$ cat config.mk
export PLATFORM = sky130hd
export DESIGN_NAME = typed_value_byte_serializer_core
export DESIGN_NICKNAME = d
export VERILOG_FILES = /design/src/sv/tvbs_pkg.sv /design/src/sv/tvbs_dp.sv /design/src/sv/tvbs_ctrl.sv /design/src/sv/typed_value_byte_serializer_core.sv
export SDC_FILE = /design/constraint.sdc
export NUM_CORES = 1
export LEC_CHECK = 0
export BUFFER_PORTS_ARGS = -buffer_cell sky130_fd_sc_hd__buf_2
export CELL_PAD_IN_SITES_DETAIL_PLACEMENT = 0
export CELL_PAD_IN_SITES_GLOBAL_PLACEMENT = 2
export CORE_MARGIN = 8
export CORE_UTILIZATION = 34
export CTS_BUF_LIST = sky130_fd_sc_hd__clkbuf_8
export DETAILED_ROUTE_END_ITERATION = 6
export GPL_TIMING_DRIVEN = 0
export PLACE_DENSITY = 0.88
export SYNTH_ARGS = -nofsm -noshare
export SYNTH_HDL_FRONTEND = slang
export SYNTH_SLANG_ARGS = --single-unit
$ cat constraint.sdc
create_clock -name clk -period 3.2 [get_ports clk]
set_clock_uncertainty 0.1 [all_clocks]
set_input_delay 0.96 -clock clk [delete_from_list [all_inputs] [get_ports clk]]
set_output_delay 0.96 -clock clk [all_outputs]
set_load 0.01 [all_outputs]
$ cat src/sv/tvbs_pkg.sv
// ----------------------------------------------------------------------------
// tvbs_pkg: shared types and helpers for the typed value byte serializer
// Command codes, controller/datapath link structs and the value preparation
// functions (zigzag mapping and byte reversal).
// ----------------------------------------------------------------------------
package tvbs_pkg;

	localparam logic [3:0] CMD_U8     = 4'd0;
	localparam logic [3:0] CMD_U16    = 4'd1;
	localparam logic [3:0] CMD_U24    = 4'd2;
	localparam logic [3:0] CMD_U32    = 4'd3;
	localparam logic [3:0] CMD_U64    = 4'd4;
	localparam logic [3:0] CMD_VAR32  = 4'd5;
	localparam logic [3:0] CMD_VAR64  = 4'd6;
	localparam logic [3:0] CMD_ZZ32   = 4'd7;
	localparam logic [3:0] CMD_ZZ64   = 4'd8;
	localparam logic [3:0] CMD_U32BE  = 4'd9;

	localparam logic [7:0] GROUP_MASK = 8'h7F;
	localparam logic [7:0] CONT_BIT   = 8'h80;
	localparam logic [7:0] BYTE_MASK  = 8'hFF;

	typedef enum logic [1:0] {
		ST_IDLE = 2'b01,
		ST_EMIT = 2'b10
	} tvbs_state_t;

	// Controller to datapath.
	typedef struct packed {
		logic load;     // capture and prepare the incoming item
		logic advance;  // current byte was taken, step to the next one
	} tvbs_cmd_t;

	// Datapath to controller.
	typedef struct packed {
		logic cmd_ok;   // incoming command is a defined one
		logic last;     // current byte is the final byte of the item
	} tvbs_status_t;

	// Reverses the order of the low n bytes of v; bytes above n come out zero.
	function automatic logic [63:0] swap_bytes(input logic [63:0] v, input logic [3:0] n);
		logic [63:0] r;
		r = '0;
		for (int i = 0; i < 8; i++) begin
			for (int j = 0; j < 8; j++) begin
				if ((i + j) == (int'(n) - 1)) begin
					r[8*i +: 8] = v[8*j +: 8];
				end
			end
		end
		return r;
	endfunction

	function automatic logic [31:0] zigzag32(input logic [31:0] w);
		return w[31] ? {~w[30:0], 1'b1} : {w[30:0], 1'b0};
	endfunction

	function automatic logic [63:0] zigzag64(input logic [63:0] w);
		return w[63] ? {~w[62:0], 1'b1} : {w[62:0], 1'b0};
	endfunction

endpackage

$ cat src/sv/tvbs_dp.sv
// ----------------------------------------------------------------------------
// tvbs_dp: serializer datapath
// Holds the byte order register, the prepared value as a shift register and
// the fixed-width byte counter, and forms the current output byte.
// ----------------------------------------------------------------------------
module tvbs_dp import tvbs_pkg::*; (
	input  logic         clk,
	input  logic         arst_n,
	input  logic         cfg_we,
	input  logic         cfg_wdata,
	input  logic [3:0]   cmd,
	input  logic [63:0]  value,
	input  tvbs_cmd_t    ctl,
	output tvbs_status_t sts,
	output logic [7:0]   byte_out
);

	logic        big_endian_q;
	logic [63:0] sh_q;
	logic [2:0]  cnt_q;
	logic        varint_q;

	logic [63:0] prep;
	logic [2:0]  prep_cnt;
	logic        prep_varint;
	logic        cmd_ok;

	// Value preparation: masking, zigzag mapping and byte reversal.
	always_comb begin
		prep        = '0;
		prep_cnt    = '0;
		prep_varint = 1'b0;
		cmd_ok      = 1'b1;
		case (cmd)
			CMD_U8: begin
				prep     = {56'd0, value[7:0]};
				prep_cnt = 3'd0;
			end
			CMD_U16: begin
				prep     = big_endian_q ? swap_bytes(value, 4'd2) : {48'd0, value[15:0]};
				prep_cnt = 3'd1;
			end
			CMD_U24: begin
				prep     = big_endian_q ? swap_bytes(value, 4'd3) : {40'd0, value[23:0]};
				prep_cnt = 3'd2;
			end
			CMD_U32: begin
				prep     = big_endian_q ? swap_bytes(value, 4'd4) : {32'd0, value[31:0]};
				prep_cnt = 3'd3;
			end
			CMD_U64: begin
				prep     = big_endian_q ? swap_bytes(value, 4'd8) : value;
				prep_cnt = 3'd7;
			end
			CMD_U32BE: begin
				prep     = swap_bytes(value, 4'd4);
				prep_cnt = 3'd3;
			end
			CMD_VAR32: begin
				prep        = big_endian_q ? swap_bytes(value, 4'd4) : {32'd0, value[31:0]};
				prep_varint = 1'b1;
			end
			CMD_VAR64: begin
				prep        = big_endian_q ? swap_bytes(value, 4'd8) : value;
				prep_varint = 1'b1;
			end
			CMD_ZZ32: begin
				prep        = big_endian_q ? swap_bytes({32'd0, zigzag32(value[31:0])}, 4'd4)
					: {32'd0, zigzag32(value[31:0])};
				prep_varint = 1'b1;
			end
			CMD_ZZ64: begin
				prep        = big_endian_q ? swap_bytes(zigzag64(value), 4'd8) : zigzag64(value);
				prep_varint = 1'b1;
			end
			default: begin
				cmd_ok = 1'b0;
			end
		endcase
	end

	always_ff @(posedge clk or negedge arst_n) begin
		if (!arst_n) begin
			big_endian_q <= 1'b0;
		end else if (cfg_we) begin
			big_endian_q <= cfg_wdata;
		end
	end

	always_ff @(posedge clk or negedge arst_n) begin
		if (!arst_n) begin
			cnt_q    <= '0;
			varint_q <= 1'b0;
		end else if (ctl.load) begin
			cnt_q    <= prep_cnt;
			varint_q <= prep_varint;
		end else if (ctl.advance && !varint_q) begin
			cnt_q <= cnt_q - 3'd1;
		end
	end

	always_ff @(posedge clk) begin
		if (ctl.load) begin
			sh_q <= prep;
		end else if (ctl.advance) begin
			sh_q <= varint_q ? {7'd0, sh_q[63:7]} : {8'd0, sh_q[63:8]};
		end
	end

	logic more_groups;
	assign more_groups = |sh_q[63:7];

	always_comb begin
		if (varint_q) begin
			byte_out = (sh_q[7:0] & GROUP_MASK) | (more_groups ? CONT_BIT : 8'h00);
		end else begin
			byte_out = sh_q[7:0] & BYTE_MASK;
		end
	end

	assign sts.cmd_ok = cmd_ok;
	assign sts.last   = varint_q ? !more_groups : (cnt_q == 3'd0);

endmodule

$ cat src/sv/tvbs_ctrl.sv
// ----------------------------------------------------------------------------
// tvbs_ctrl: serializer controller
// Two-state machine that takes one item while idle and, for a defined command,
// then presents its bytes one transaction at a time until the final byte is taken.
// ----------------------------------------------------------------------------
module tvbs_ctrl import tvbs_pkg::*; (
	input  logic         clk,
	input  logic         arst_n,
	input  logic         s_tvalid,
	output logic         s_tready,
	output logic         m_tvalid,
	input  logic         m_tready,
	input  tvbs_status_t sts,
	output tvbs_cmd_t    ctl
);

	tvbs_state_t state_q, state_d;

	assign s_tready    = (state_q == ST_IDLE);
	assign m_tvalid    = (state_q == ST_EMIT);
	assign ctl.load    = s_tvalid && s_tready && sts.cmd_ok;
	assign ctl.advance = m_tvalid && m_tready;

	always_comb begin
		state_d = state_q;
		case (state_q)
			ST_IDLE: begin
				if (ctl.load) begin
					state_d = ST_EMIT;
				end
			end
			ST_EMIT: begin
				if (ctl.advance && sts.last) begin
					state_d = ST_IDLE;
				end
			end
			default: begin
				state_d = ST_IDLE;
			end
		endcase
	end

	always_ff @(posedge clk or negedge arst_n) begin
		if (!arst_n) begin
			state_q <= ST_IDLE;
		end else begin
			state_q <= state_d;
		end
	end

endmodule

$ cat src/sv/typed_value_byte_serializer_core.sv
// ----------------------------------------------------------------------------
// typed_value_byte_serializer_core: typed value to byte stream serializer
// Encodes fixed-width integers, LEB128 varints and zigzag varints into a
// stream of bytes with the final byte of each item marked.
// ----------------------------------------------------------------------------
// Each input transaction carries a command on tuser and a 64-bit value on
// tdata; the block then sends one output transaction per serialized byte,
// with tlast on the final one. Items are handled one at a time: a new item
// is taken only after the final byte of the last one is taken. An item has
// N bytes, with N from 1 to 10 (a 64-bit varint of a value using bit 63 is
// the ten-byte case). The value shift register moves on by one byte, or by
// one seven-bit group for varints, per output transaction. Commands 10 to 15
// are accepted and dropped without output. The big_endian register is written
// through cfg_we/cfg_wdata; the user must write it only while no item is in
// flight, and the block does not enforce this. It reverses byte order for the
// fixed-width commands and reverses the bytes of the value before varint
// coding, while command 9 is always written most significant byte first.
module typed_value_byte_serializer_core import tvbs_pkg::*; (
	input  logic        clk,
	input  logic        arst_n,
	input  logic        cfg_we,
	input  logic        cfg_wdata,     // big_endian
	input  logic        s_tvalid,
	output logic        s_tready,
	input  logic [3:0]  s_tuser,       // [3:0] cmd
	input  logic [63:0] s_tdata,       // [63:0] value
	output logic        m_tvalid,
	input  logic        m_tready,
	output logic [7:0]  m_tdata,       // [7:0] byte_out
	output logic        m_tlast        // last
);

	tvbs_cmd_t    ctl;
	tvbs_status_t sts;

	// The controller owns the handshakes; the datapath owns all payload.
	tvbs_ctrl u_ctrl (
		.clk      (clk),
		.arst_n   (arst_n),
		.s_tvalid (s_tvalid),
		.s_tready (s_tready),
		.m_tvalid (m_tvalid),
		.m_tready (m_tready),
		.sts      (sts),
		.ctl      (ctl)
	);

	tvbs_dp u_dp (
		.clk       (clk),
		.arst_n    (arst_n),
		.cfg_we    (cfg_we),
		.cfg_wdata (cfg_wdata),
		.cmd       (s_tuser),
		.value     (s_tdata),
		.ctl       (ctl),
		.sts       (sts),
		.byte_out  (m_tdata)
	);

	// The final-byte flag is only meaningful while a byte is presented.
	assign m_tlast = sts.last;

endmodule

==> metrics.csv <==
metric;value;unit
via_per_inst;6.210;
clk-insertion-delay-late;0.35;ns
required;2.14;ns
rows;55;
route.detailed.drc;0;
setup_viol;0;
ir_worst_vdd;0.2278;mV
synth_top_area_frac;0.2497;
ant_nets;0;
port_buffers;67;
slew_viol_final;0;
path_max_fanout;3;
grt_overflow;0;
p_per_area;534.8;mW/mm^2
cts-buffers-inserted;9;
synth_edf_count;64;
fmax;316.7;MHz
cts_buffer_depth;2;
min_path_type;in2async;
grt_pass1_wl;48110;microns
core_area;0.02243;sq mm
antenna_cells_inserted;0;
fin_crit_sh;0.9867;
fin_cells;1238;
cts_num_sinks;71;
antenna_found_initial;0;
crit_arrival;2.10;ns
die_area;0.02771;sq mm
synth.yosys.seq_area_share;0.2726;
ctsHoldBuffers;0;
dr.pass1.iters;7;
initial_utilization;0.3431;
first_global_vias;7307;
endpoint_kind;output port;
ioPinCount;85;
cts_tree;done;
dominantRegCellSynth;edfxtp_1;
avgRoutedWirePerCell;26.90;microns
gp_congestion;1.013;
crit_type;reg2out;
area_growth;12.78;%
crit_path_start_kind;flip-flop;
drt_iter0_drc;1012;
place_hpwl;25770;microns
synth_area;0.007697;sq mm
crit_chain;nor4_1, nand4_1, nor2_1, a22o_1, buf_2;
clk_pin_slew;0.08;ns
rsz0062_at_grt;no;
power.leakage;3.282;nW
critPathMaxStageDelay;0.41;ns
ys_async_sr_fraction;0.09859;
dieWidth;166.5;microns
grt_max_degree;34;
place_area;0.008412;sq mm
outcome;complete, no violations;
drv_cap;0;
synth_top_area_cell;edfxtp_1;
clock-root-buffer;clkbuf_8;
period_minus_slack;3.158;ns
die_h;166.5;microns
worstMarginPinSlew;0.9360;ns
design_area;0.008681;sq mm
hold_viol;0;
wl;33310;microns
cts_max_level;3;
nets;1024;
synthCells;870;
syn_area_per_cell;8.848;sq um
drive_gt1_frac;0.1689;
syn_nets;946;
final_util;0.3869;
synth.ff_latch_count;71;
track_usage;0.2286;
ys_warn_count;0;
crit_path_top_delay_cell;edfxtp_1;
synth_area_leaders;edfxtp_1 25%, mux2i_1 18%, xor2_1 8.3%, o22ai_1 4.0%, a22oi_1 3.3%;
dp_cells;1223;
relSlewSlack;0.3708;
ys_types;54;
vias;7688;
## path summary, 6_finish.rpt
path	from	endpoint	slack (ns)	depth (start not counted)
min in group clk	u_dp.cnt_q[2]$_DFFE_PN0P_	u_dp.cnt_q[2]$_DFFE_PN0P_	0.46	2
worst max-delay path	u_dp.sh_q[51]$_DFFE_PP_	m_tlast	0.04	5
max in group asynchronous	arst_n	u_ctrl.state_q[0]$_DFFE_PN1P_	2.44	1
worst min register to register	u_dp.cnt_q[2]$_DFFE_PN0P_	u_dp.cnt_q[2]$_DFFE_PN0P_	0.46	2
worst max register to register	u_dp.big_endian_q$_DFFE_PN0P_	u_dp.sh_q[19]$_DFFE_PP_	0.55	7
worst min-delay path	arst_n	u_dp.varint_q$_DFFE_PN0N_	0.32	1
## Yosys cell counts (7+ instances only)
master	n
a211oi_1	21
a21oi_1	19
a22oi_1	34
a31oi_1	18
a32o_1	9
a32oi_1	16
buf_2	34
buf_4	18
clkbuf_1	47
edfxtp_1	64
mux2i_1	141
nand2_1	63
nand2b_1	10
nand3b_1	7
nor2_1	44
nor2b_1	33
nor4_1	13
o2111ai_1	8
o21ai_0	45
o21ai_1	14
o22ai_1	49
xnor2_1	21
xor2_1	73
## state kept, by name, summed over array words and instances (netlist names)
signal,cells
u_dp.big_endian_q,1
u_ctrl.state_q,2
u_dp.cnt_q,3
u_dp.varint_q,1
u_dp.sh_q,64
## worst max-delay path: cells and delay by family (launching register included)
family,cells,cell delay (ns)
buf+inv,1,0.14
compound gates,1,0.22
flops,1,0.41
simple gates,3,0.97
## cells in the final DEF (no fill, tap or decap), types with 3 or more instances in the layout
| cell type | netlist | routed |
|---|---|---|
| nand2_1 | 63 | 62 |
| buf_4 | 18 | 18 |
| edfxtp_1 | 64 | 64 |
| nand2b_1 | 10 | 10 |
| nor2b_1 | 33 | 33 |
| nand3_1 | 5 | 5 |
| buf_2 | 34 | 102 |
| a32oi_1 | 16 | 16 |
| o21ai_1 | 14 | 14 |
| xor2_1 | 73 | 73 |
| buf_6 | 4 | 4 |
| nand3b_1 | 7 | 7 |
| o21ai_0 | 45 | 45 |
| a211oi_1 | 21 | 21 |
| nor4_1 | 13 | 11 |
| a221oi_1 | 3 | 3 |
| o211ai_1 | 3 | 3 |
| xnor2_1 | 21 | 21 |
| o221ai_1 | 4 | 4 |
| inv_1 | 3 | 4 |
| clkbuf_1 | 47 | 45 |
| buf_1 | 4 | 3 |
| a32o_1 | 9 | 9 |
| a2111oi_2 | 0 | 3 |
| o22ai_1 | 49 | 49 |
| dfrtp_1 | 6 | 6 |
| a222oi_1 | 6 | 6 |
| a31oi_1 | 18 | 18 |
| a21oi_1 | 19 | 19 |
| nor2_1 | 44 | 44 |
| o2111ai_1 | 8 | 8 |
| a22oi_1 | 34 | 34 |
| mux2i_1 | 141 | 141 |
| clkbuf_8 | 0 | 9 |
## area by class of cell
cell class / count / area [sq um]
Clock inverter: 7 / 88.84
Sequential cell: 71 / 2098
Tap cell: 285 / 356.6
Clock buffer: 9 / 123.9
Buffer: 106 / 540.5
Timing Repair Buffer: 68 / 355.3
Inverter: 3 / 11.26
Multi-Input combinational cell: 689 / 5106
Fill cell: 2299 / 13750
## per-layer routing
| metal | part of all wire | global-route usage | vias up | routed length [microns] |
|---|---|---|---|---|
| met2 | 0.44 | 0.3566 | 492 | 14590 |
| met5 | 0 | 0 | - | 0 |
| li1 | - | - | 3443 | - |
| met4 | 0.034 | 0.07912 | 0 | 1143 |
| met1 | 0.43 | 0.3166 | 3687 | 14240 |
| met3 | 0.10 | 0.03381 | 66 | 3330 |
## through the flow
step	TNS [ns]	setup slack [ns]	hold slack, ns	power (W)
after floorplan	0	0.07172	0.4153	0.003048
after global placement	-71.18	-1.053	0.4409	0.003773
after detailed placement	-48.94	-0.8085	0.4530	0.003799
after CTS	0	0.0003029	0.3165	0.004582
after global routing	0	0.002693	0.3250	0.004839
final	0	0.04245	0.3245	0.004643
## what timing repair did
action / CTS / global route
buffers inserted: 0 / 0
endpoints found under the hold margin: 0 / 0
setup endpoints to repair: 69 / 7
resized for setup: 9 / 7
pin swaps: 3 / 2
## cell families (layout without fill, tap and decap cells)
logic type | count (synthesis) | after routing | share of synthesized area
AO/OA/AOI/OAI | 258 | 258 | 0.2266
multiplexers | 143 | 143 | 0.1863
AND/OR/NAND/NOR | 191 | 191 | 0.1304
adder cells (fa/ha/maj) | 2 | 2 | 0.003250
buffers and inverters | 110 | 193 | 0.07185
XOR/XNOR | 95 | 95 | 0.1091
flip-flops | 71 | 71 | 0.2726
## report_power, final
group          switching [W]  total, W  leakage, nW  internal (W)
sequential          0.000170   0.00156        0.684       0.00139
clock               0.000354  0.000788        0.108      0.000433
combinational        0.00142   0.00229         2.49      0.000868
No activity file was read; power rests on OpenSTA's default activity.
